<file path="src/hdl/bwf_pkg.sv">
// Shared types and constants for the Butterworth IIR filter bank.
// Used by bwf_coef_regs, bwf_mac and the top level.
`default_nettype none

package bwf_pkg;

    localparam int SAMPLE_BITS  = 16;
    localparam int COEF_BITS    = 32;
    localparam int FRAC_BITS    = COEF_BITS - 2;
    localparam int NUM_COEFS    = 8;
    localparam int CFG_IDX_BITS = $clog2(NUM_COEFS);
    localparam int PROD_BITS    = COEF_BITS + SAMPLE_BITS;
    // five products plus rounding term need three guard bits
    localparam int ACC_BITS     = PROD_BITS + 3;
    localparam int QUOT_BITS    = ACC_BITS - FRAC_BITS;

    localparam logic [COEF_BITS-1:0] COEF_ONE =
        {{(COEF_BITS-FRAC_BITS-1){1'b0}}, 1'b1, {FRAC_BITS{1'b0}}};

    localparam logic signed [ACC_BITS-1:0] ROUND_HALF =
        {{(ACC_BITS-FRAC_BITS){1'b0}}, 1'b1, {(FRAC_BITS-1){1'b0}}};

    localparam logic [SAMPLE_BITS-1:0] SAT_MAX = {1'b0, {(SAMPLE_BITS-1){1'b1}}};
    localparam logic [SAMPLE_BITS-1:0] SAT_MIN = {1'b1, {(SAMPLE_BITS-1){1'b0}}};

    typedef enum logic [1:0] {
        FUNC_FIRST  = 2'd0,
        FUNC_SECOND = 2'd1,
        FUNC_CLEAR  = 2'd2,
        FUNC_NONE   = 2'd3
    } func_t;

    typedef enum logic [CFG_IDX_BITS-1:0] {
        CI_FIRST_B0  = 3'd0,
        CI_FIRST_B1  = 3'd1,
        CI_FIRST_A1  = 3'd2,
        CI_SECOND_B0 = 3'd3,
        CI_SECOND_B1 = 3'd4,
        CI_SECOND_B2 = 3'd5,
        CI_SECOND_A1 = 3'd6,
        CI_SECOND_A2 = 3'd7
    } coef_idx_t;

    typedef struct packed {
        logic [COEF_BITS-1:0] first_b0;
        logic [COEF_BITS-1:0] first_b1;
        logic [COEF_BITS-1:0] first_a1;
        logic [COEF_BITS-1:0] second_b0;
        logic [COEF_BITS-1:0] second_b1;
        logic [COEF_BITS-1:0] second_b2;
        logic [COEF_BITS-1:0] second_a1;
        logic [COEF_BITS-1:0] second_a2;
    } coef_set_t;

    typedef struct packed {
        logic [SAMPLE_BITS-1:0] first_prev_in;
        logic [SAMPLE_BITS-1:0] first_prev_out;
        logic [SAMPLE_BITS-1:0] second_in_1;
        logic [SAMPLE_BITS-1:0] second_in_2;
        logic [SAMPLE_BITS-1:0] second_out_1;
        logic [SAMPLE_BITS-1:0] second_out_2;
    } hist_t;

endpackage

`default_nettype wire

</file>
<file path="src/hdl/bwf_coef_regs.sv">
// Coefficient register file (Q2.30) written through the config channel.
// Depends on bwf_pkg.
`default_nettype none

module bwf_coef_regs
    import bwf_pkg::*;
(
    input  wire logic                    clk,
    input  wire logic                    rst_n,
    input  wire logic                    wr_en,
    input  wire logic [CFG_IDX_BITS-1:0] wr_index,
    input  wire logic [COEF_BITS-1:0]    wr_data,
    output coef_set_t                    coefs
);

    coef_set_t coef_reg;
    coef_set_t coef_next;

    always_comb
    begin
        coef_next = coef_reg;
        if (wr_en)
        begin
            case (coef_idx_t'(wr_index))
                CI_FIRST_B0:  coef_next.first_b0  = wr_data;
                CI_FIRST_B1:  coef_next.first_b1  = wr_data;
                CI_FIRST_A1:  coef_next.first_a1  = wr_data;
                CI_SECOND_B0: coef_next.second_b0 = wr_data;
                CI_SECOND_B1: coef_next.second_b1 = wr_data;
                CI_SECOND_B2: coef_next.second_b2 = wr_data;
                CI_SECOND_A1: coef_next.second_a1 = wr_data;
                CI_SECOND_A2: coef_next.second_a2 = wr_data;
                default:      coef_next = coef_reg;
            endcase
        end
    end

    always_ff @(posedge clk or negedge rst_n)
    begin
        if (!rst_n)
        begin
            coef_reg           <= '0;
            coef_reg.first_b0  <= COEF_ONE;
            coef_reg.second_b0 <= COEF_ONE;
        end
        else
        begin
            coef_reg <= coef_next;
        end
    end

    assign coefs = coef_reg;

endmodule

`default_nettype wire

</file>
<file path="config.mk">
export PLATFORM = sky130hd
export DESIGN_NAME = bwf_coef_regs
export DESIGN_NICKNAME = d
export VERILOG_FILES = /design/src/hdl/bwf_pkg.sv /design/src/hdl/bwf_coef_regs.sv
export SDC_FILE = /design/constraint.sdc
export NUM_CORES = 1
export LEC_CHECK = 0
export BUFFER_PORTS_ARGS = -buffer_cell sky130_fd_sc_hd__buf_2
export CAP_MARGIN = 20
export CORE_ASPECT_RATIO = 0.8
export CORE_UTILIZATION = 45
export DETAILED_ROUTE_END_ITERATION = 7
export PLACE_DENSITY = 0.72
export SETUP_SLACK_MARGIN = 0.15
export SKIP_LAST_GASP = 1
export SYNTH_ARGS = -nofsm -noshare
export SYNTH_HDL_FRONTEND = slang
export SYNTH_SLANG_ARGS = --single-unit
</file>
<file path="constraint.sdc">
create_clock -name clk -period 1.7 [get_ports clk]
set_input_delay 0.34 -clock clk [delete_from_list [all_inputs] [get_ports clk]]
set_output_delay 0.34 -clock clk [all_outputs]
set_load 0.02 [all_outputs]
</file>
==> results.cfg, run 1 <==
[setup_path]
cpLargestDelayFamily = flip-flops
r2r-start = coefs[245]
path_class = reg -> out
critPathLaunch = coefs[158]
reg2reg_to = coefs[245]
crit_arrival_ns = 1.17
rr_worst_depth = 1
critical_path_peak_fanout = 2
cp-start-kind = register
critPathSlowestCell = dfstp_2
path_cells = buf_6
end_kind = primary output
max_stage_delay_ns = 0.54
critical_path_depth = 1
path_buf_inv = 1
cp-endpoint = coefs[158]
required_ns = 1.36
reg2reg_setup_slack_ns = 0.88

[final_layout]
multi_input_area_um2 = 3000
fin_nets = 906
drive_gt1_share_pct = 69.0
num-fill-cells = 1641
largest_reg_flops = 256
syn_to_final_growth_pct = 29.4
register_area_um2 = 6410

[die]
io_pins = 294
initial_core_util_pct = 46.2
fp.dieH_um = 133
design.core.area_um2 = 20800
die_w_um = 165
die_area_um2 = 22000
rows = 47

[logic_synthesis]
synth-xor-area-share_pct = 0
synthesis.area_um2 = 9620
ys_types = 11
syn_inst = 551
synth_compound_gate_area_share_pct = 0
synth_most_common_cell = dfrtp_1
muxShareOfSynthArea_pct = 30.0
avgSynthCellArea_um2 = 17.5
dominantRegCellSynth = dfrtp_1
synth_adder_area_share_pct = 0
synth.area.top_cells = dfrtp_1 66%, mux2_2 28%, buf_6 1.6%
netlist_top_cells_count = 254 x dfrtp_1, 243 x mux2_2, 17 x buf_2, 14 x buf_6, 13 x mux2_1
synthArstFlopShare_pct = 100
yosysTopAreaCell = dfrtp_1
ys_warn_count = 0
yosys.area.top_type_share_pct = 66.1
synth_fp_nets = 589
synth_top_family_by_area = multiplexers
synth_seq_cells = 256
ys_seq_area_share_pct = 66.6
yosys.area_share.simple_pct = 0.923
synth_edf_count = 0

[timing]
relSlewSlack_pct = 75.3
max_freq_ghz = 0.663
setup_viol = 0
fin_skew_ns = 0
setup_ws_ns = 0.192
finalHoldViolations = 0
fin_tns_setup_ns = 0
rsz0062_at_grt = no
min_period_over_period_pct = 88.7
worst_slew_pin_slew_ns = 0.371
period_minus_slack_ns = 1.51
report.final.slew_viol_count = 0

[clock_network]
clk_path_buf_depth = 3
cts_setup_buffers = 0
clockRootBuffer = clkbuf_16
htreeDepth = 1
cts_tree = yes
cts_sinks = 256
insertion_delay_ns = 0.52
clk_pin_slew_ns = 0.07
cts_buffers = 26

[route]
final_antenna_net_count = 0
first_iter_violations = 280
via_per_inst = 5.09
routed_wl_um = 23700
drtPass1Iterations = 6
wl_per_cell_um = 20.5
drc = 40
vias = 5891

[place]
dp_slack_ns = 0.0353
portBuffers = 293
gp_congestion = 0.765
place_hpwl_um = 16300

[global_routing]
first_global_vias = 6175
antenna_found_initial = 2
grt_use_total_pct = 21.6
grt_first_pass_wirelength_um = 36300
grt_max_degree = 67
globalRouteOverflowTotal = 0

[status]
violations = design-rule violations
status = finished, violations left

[pwr]
peakVddDrop_v = 0.000933
powerDensity_nw_per_um2 = 1530
leakage_nw = 5.99

[worst_hold_path]
holdPathStages = 2
hp-class = in -> reg

[run]
maxCapViolations = 0
==> cell usage in the layout (no fill, tap or decap), types with 3 or more instances in the layout <==
cell type / Yosys / layout
bufinv_16: 0 / 3
dfrtp_1: 254 / 254
clkbuf_8: 0 / 4
clkinvlp_4: 0 / 6
clkbuf_1: 0 / 3
mux2_2: 243 / 243
clkinv_2: 0 / 4
buf_12: 0 / 9
buf_2: 17 / 290
buf_4: 0 / 17
clkbuf_16: 0 / 27
mux2_1: 13 / 13
nand4b_1: 3 / 3
==> metrics by stage <==
| step | cells | hold slack [ns] | instance area, µm² | utilization, % | power (mW) |
|---|---|---|---|---|---|
| after floorplan | 551 | 0.0444 | 9620 | - | 11.1 |
| after global placement | 1108 | 0.262 | 11500 | 55.4 | 13.1 |
| after detailed placement | 1108 | 0.261 | 11500 | 55.4 | 13.2 |
| after CTS | 1156 | 0.131 | 12400 | 59.8 | 19.2 |
| after global routing | 1158 | 0.155 | 12500 | 59.8 | 19.9 |
| final | 1158 | 0.149 | 12500 | 59.8 | 19.0 |
==> power breakdown <==
group	internal (mW)	total [mW]	switching (mW)
logic	1.99	5.01	3.02
registers	7.45	8.11	0.662
clock network	3.53	5.89	2.36
total	13.0	19.0	6.05
==> area by class of cell <==
cell class	count	area share, %
antenna	2	0.0402
tap	269	2.70
timing repair buffer	320	14.5
clock inverter	13	1.25
clock buffer	34	5.96
sequential	256	51.5
multi-input combinational	264	24.1
==> layer usage <==
layer / vias up / wire, µm / global-route usage (%)
li1: 2593 / - / -
met1: 3070 / 10300 / 29.5
met2: 199 / 11100 / 34.1
met4: 0 / 454 / 5.51
met3: 29 / 1800 / 5.74
met5: - / 0 / 0
==> worst min path at each step <==
| stage | to | slack, ns | from |
|---|---|---|---|
| final | coefs[113] | 0.15 | wr_data[17] |
| after global routing | coefs[103] | 0.16 | wr_data[7] |
| after CTS | coefs[113] | 0.13 | wr_data[17] |
| after detailed placement | coefs[253] | 0.26 | rst_n |
| after global placement | coefs[253] | 0.26 | rst_n |
| after floorplan | coefs[0] | 0.04 | rst_n |
==> cells by family after synthesis <==
family | Yosys count
multiplexers | 256
AND/OR/NAND/NOR | 8
buffers and inverters | 31
flip-flops | 256
==> repair_timing <==
item,4_1_cts,5_1_grt
hold buffers,1,0
hold endpoints to repair,38,0
endpoints found under the setup margin,2,2
gates resized for setup,2,2
Note: power is estimated with default switching activity, not from simulation.
==> inputs of run 2 (changes only) <==
Settings changed: PLACE_DENSITY 0.72 to 0.75.
Clock period 1.7 ns to 1.3 ns, I/O delays scaled along.
==> results.cfg, run 2 (same netlist as run 1, synthesis figures left out) <==
[setup_path]
critPathLaunch = coefs[254]
r2r-start = coefs[106]
cp-endpoint = coefs[254]
max_stage_delay_ns = 0.54
cp-start-kind = register
reg2reg_setup_slack_ns = 0.24
path_class = reg -> out
cpLargestDelayFamily = flip-flops
reg2reg_to = coefs[106]
crit_arrival_ns = 1.17
end_kind = primary output
required_ns = 1.04
critical_path_depth = 1
path_cells = buf_6
path_buf_inv = 1
critPathSlowestCell = dfstp_2
critical_path_peak_fanout = 2
rr_worst_depth = 3

[place]
place_hpwl_um = 16600
portBuffers = 293
place_inst = 1115
gp_congestion = 0.760

[route]
first_iter_violations = 297
vias = 6563
drtPass1Iterations = 6
final_antenna_net_count = 0
routed_wl_um = 29100
via_per_inst = 5.11
wl_per_cell_um = 22.7
drc = 40

[clock_network]
cts_buffers = 26
cts_tree = yes
cts_sinks = 256
clk_pin_slew_ns = 0.06
clk_path_buf_depth = 3
insertion_delay_ns = 0.52
htreeDepth = 1
clockRootBuffer = clkbuf_16

[status]
violations = design-rule violations, negative setup slack
status = finished, violations left

[worst_hold_path]
hp-class = in -> reg

[timing]
rsz0062_at_grt = yes
report.final.slew_viol_count = 0
max_freq_ghz = 0.698
period_minus_slack_ns = 1.43
worst_slew_pin_slew_ns = 0.382
setup_viol = 214
relSlewSlack_pct = 74.5
finalHoldViolations = 0
setup_ws_ns = -0.132
min_period_over_period_pct = 110
fin_skew_ns = 0

[die]
die_w_um = 165
fp.dieH_um = 133
design.core.area_um2 = 20800
io_pins = 294
initial_core_util_pct = 46.2
rows = 47
die_area_um2 = 22000

[global_routing]
first_global_vias = 7033
grt_first_pass_wirelength_um = 42300
globalRouteOverflowTotal = 0
antenna_found_initial = 0
grt_use_total_pct = 25.5
grt_max_degree = 51

[pwr]
peakVddDrop_v = 0.00129
powerDensity_nw_per_um2 = 1910
p_total_mw = 29.7
leakage_nw = 7.46

[final_layout]
final_core_util_pct = 74.5
layout.cells.non_filler = 1284
diodes = 0
drive_gt1_share_pct = 73.8
fin_nets = 1036
largest_reg_flops = 256
num-fill-cells = 1153
final_common_cell = buf_6
syn_to_final_growth_pct = 61.3
final_cell_mix = 256 x buf_6, 254 x dfrtp_1, 164 x mux2_2, 136 x buf_4, 89 x mux2_4

[run]
maxCapViolations = 0
## run 2: cell types whose count changed in the layout (fill, tap and decap cells not counted), moves of 4 or more
cell	delta
buf_2	-254
buf_6	+254
clkbuf_8	+6
mux2_4	+89
buf_12	+11
clkinvlp_4	-6
buf_4	+119
mux2_1	-10
mux2_2	-79
clkinv_2	-4
## run 2: area by class of cell
type,instances,area (µm²),area share [%]
flip-flops and latches,256,6410,41.3
repair buffers,450,4510,29.1
multi-input cells,264,3340,21.5
clock buffers,41,828,5.34
well taps,269,337,2.17
clock inverters,4,98.8,0.637
## run 2: report_power, final
part	switching (mW)	internal (mW)
Sequential	1.42	9.75
Combinational	4.51	6.00
Clock	3.09	4.93
## run 2: how the worst min path moves through the flow
stage / start / endpoint / cells past startpoint / slack [ns]
2_1_floorplan: rst_n / coefs[0] / 0 / -0.04
3_3_place_gp: rst_n / coefs[223] / 1 / 0.17
3_5_place_dp: rst_n / coefs[127] / 1 / 0.17
4_1_cts: wr_data[0] / coefs[192] / 2 / 0.05
5_1_grt: wr_data[0] / coefs[224] / 2 / 0.08
6_report: wr_data[23] / coefs[119] / 2 / 0.08
## run 2: through the flow
stage                     worst slack, ns  TNS, ns  hold slack [ns]  cell area, µm²
after CTS                          -0.155    -7.81           0.0523           15200
after floorplan                    -0.127   -11.00          -0.0356           10100
after detailed placement           -0.351   -55.94            0.172           12100
after global routing               -0.165   -12.94           0.0756           15500
final                              -0.132    -3.91           0.0772           15500
after global placement             -0.311   -52.18            0.165           12100
## run 2: what timing repair did
action                                  CTS  global route
resized for setup                       512             0
endpoints found under the hold margin   254             0
gates cloned                              0             0
hold buffers                              1             0
endpoints found under the setup margin  256           257
setup buffers                            75            48
pin swaps                                 0             1
## run 2: per-layer routing
metal,up-vias,wire [µm],global-route usage [%]
li1,2855,-,-
met1,3423,11100,30.8
met2,234,15300,45.1
met3,51,1920,5.92
met4,0,739,7.42
met5,-,0,0
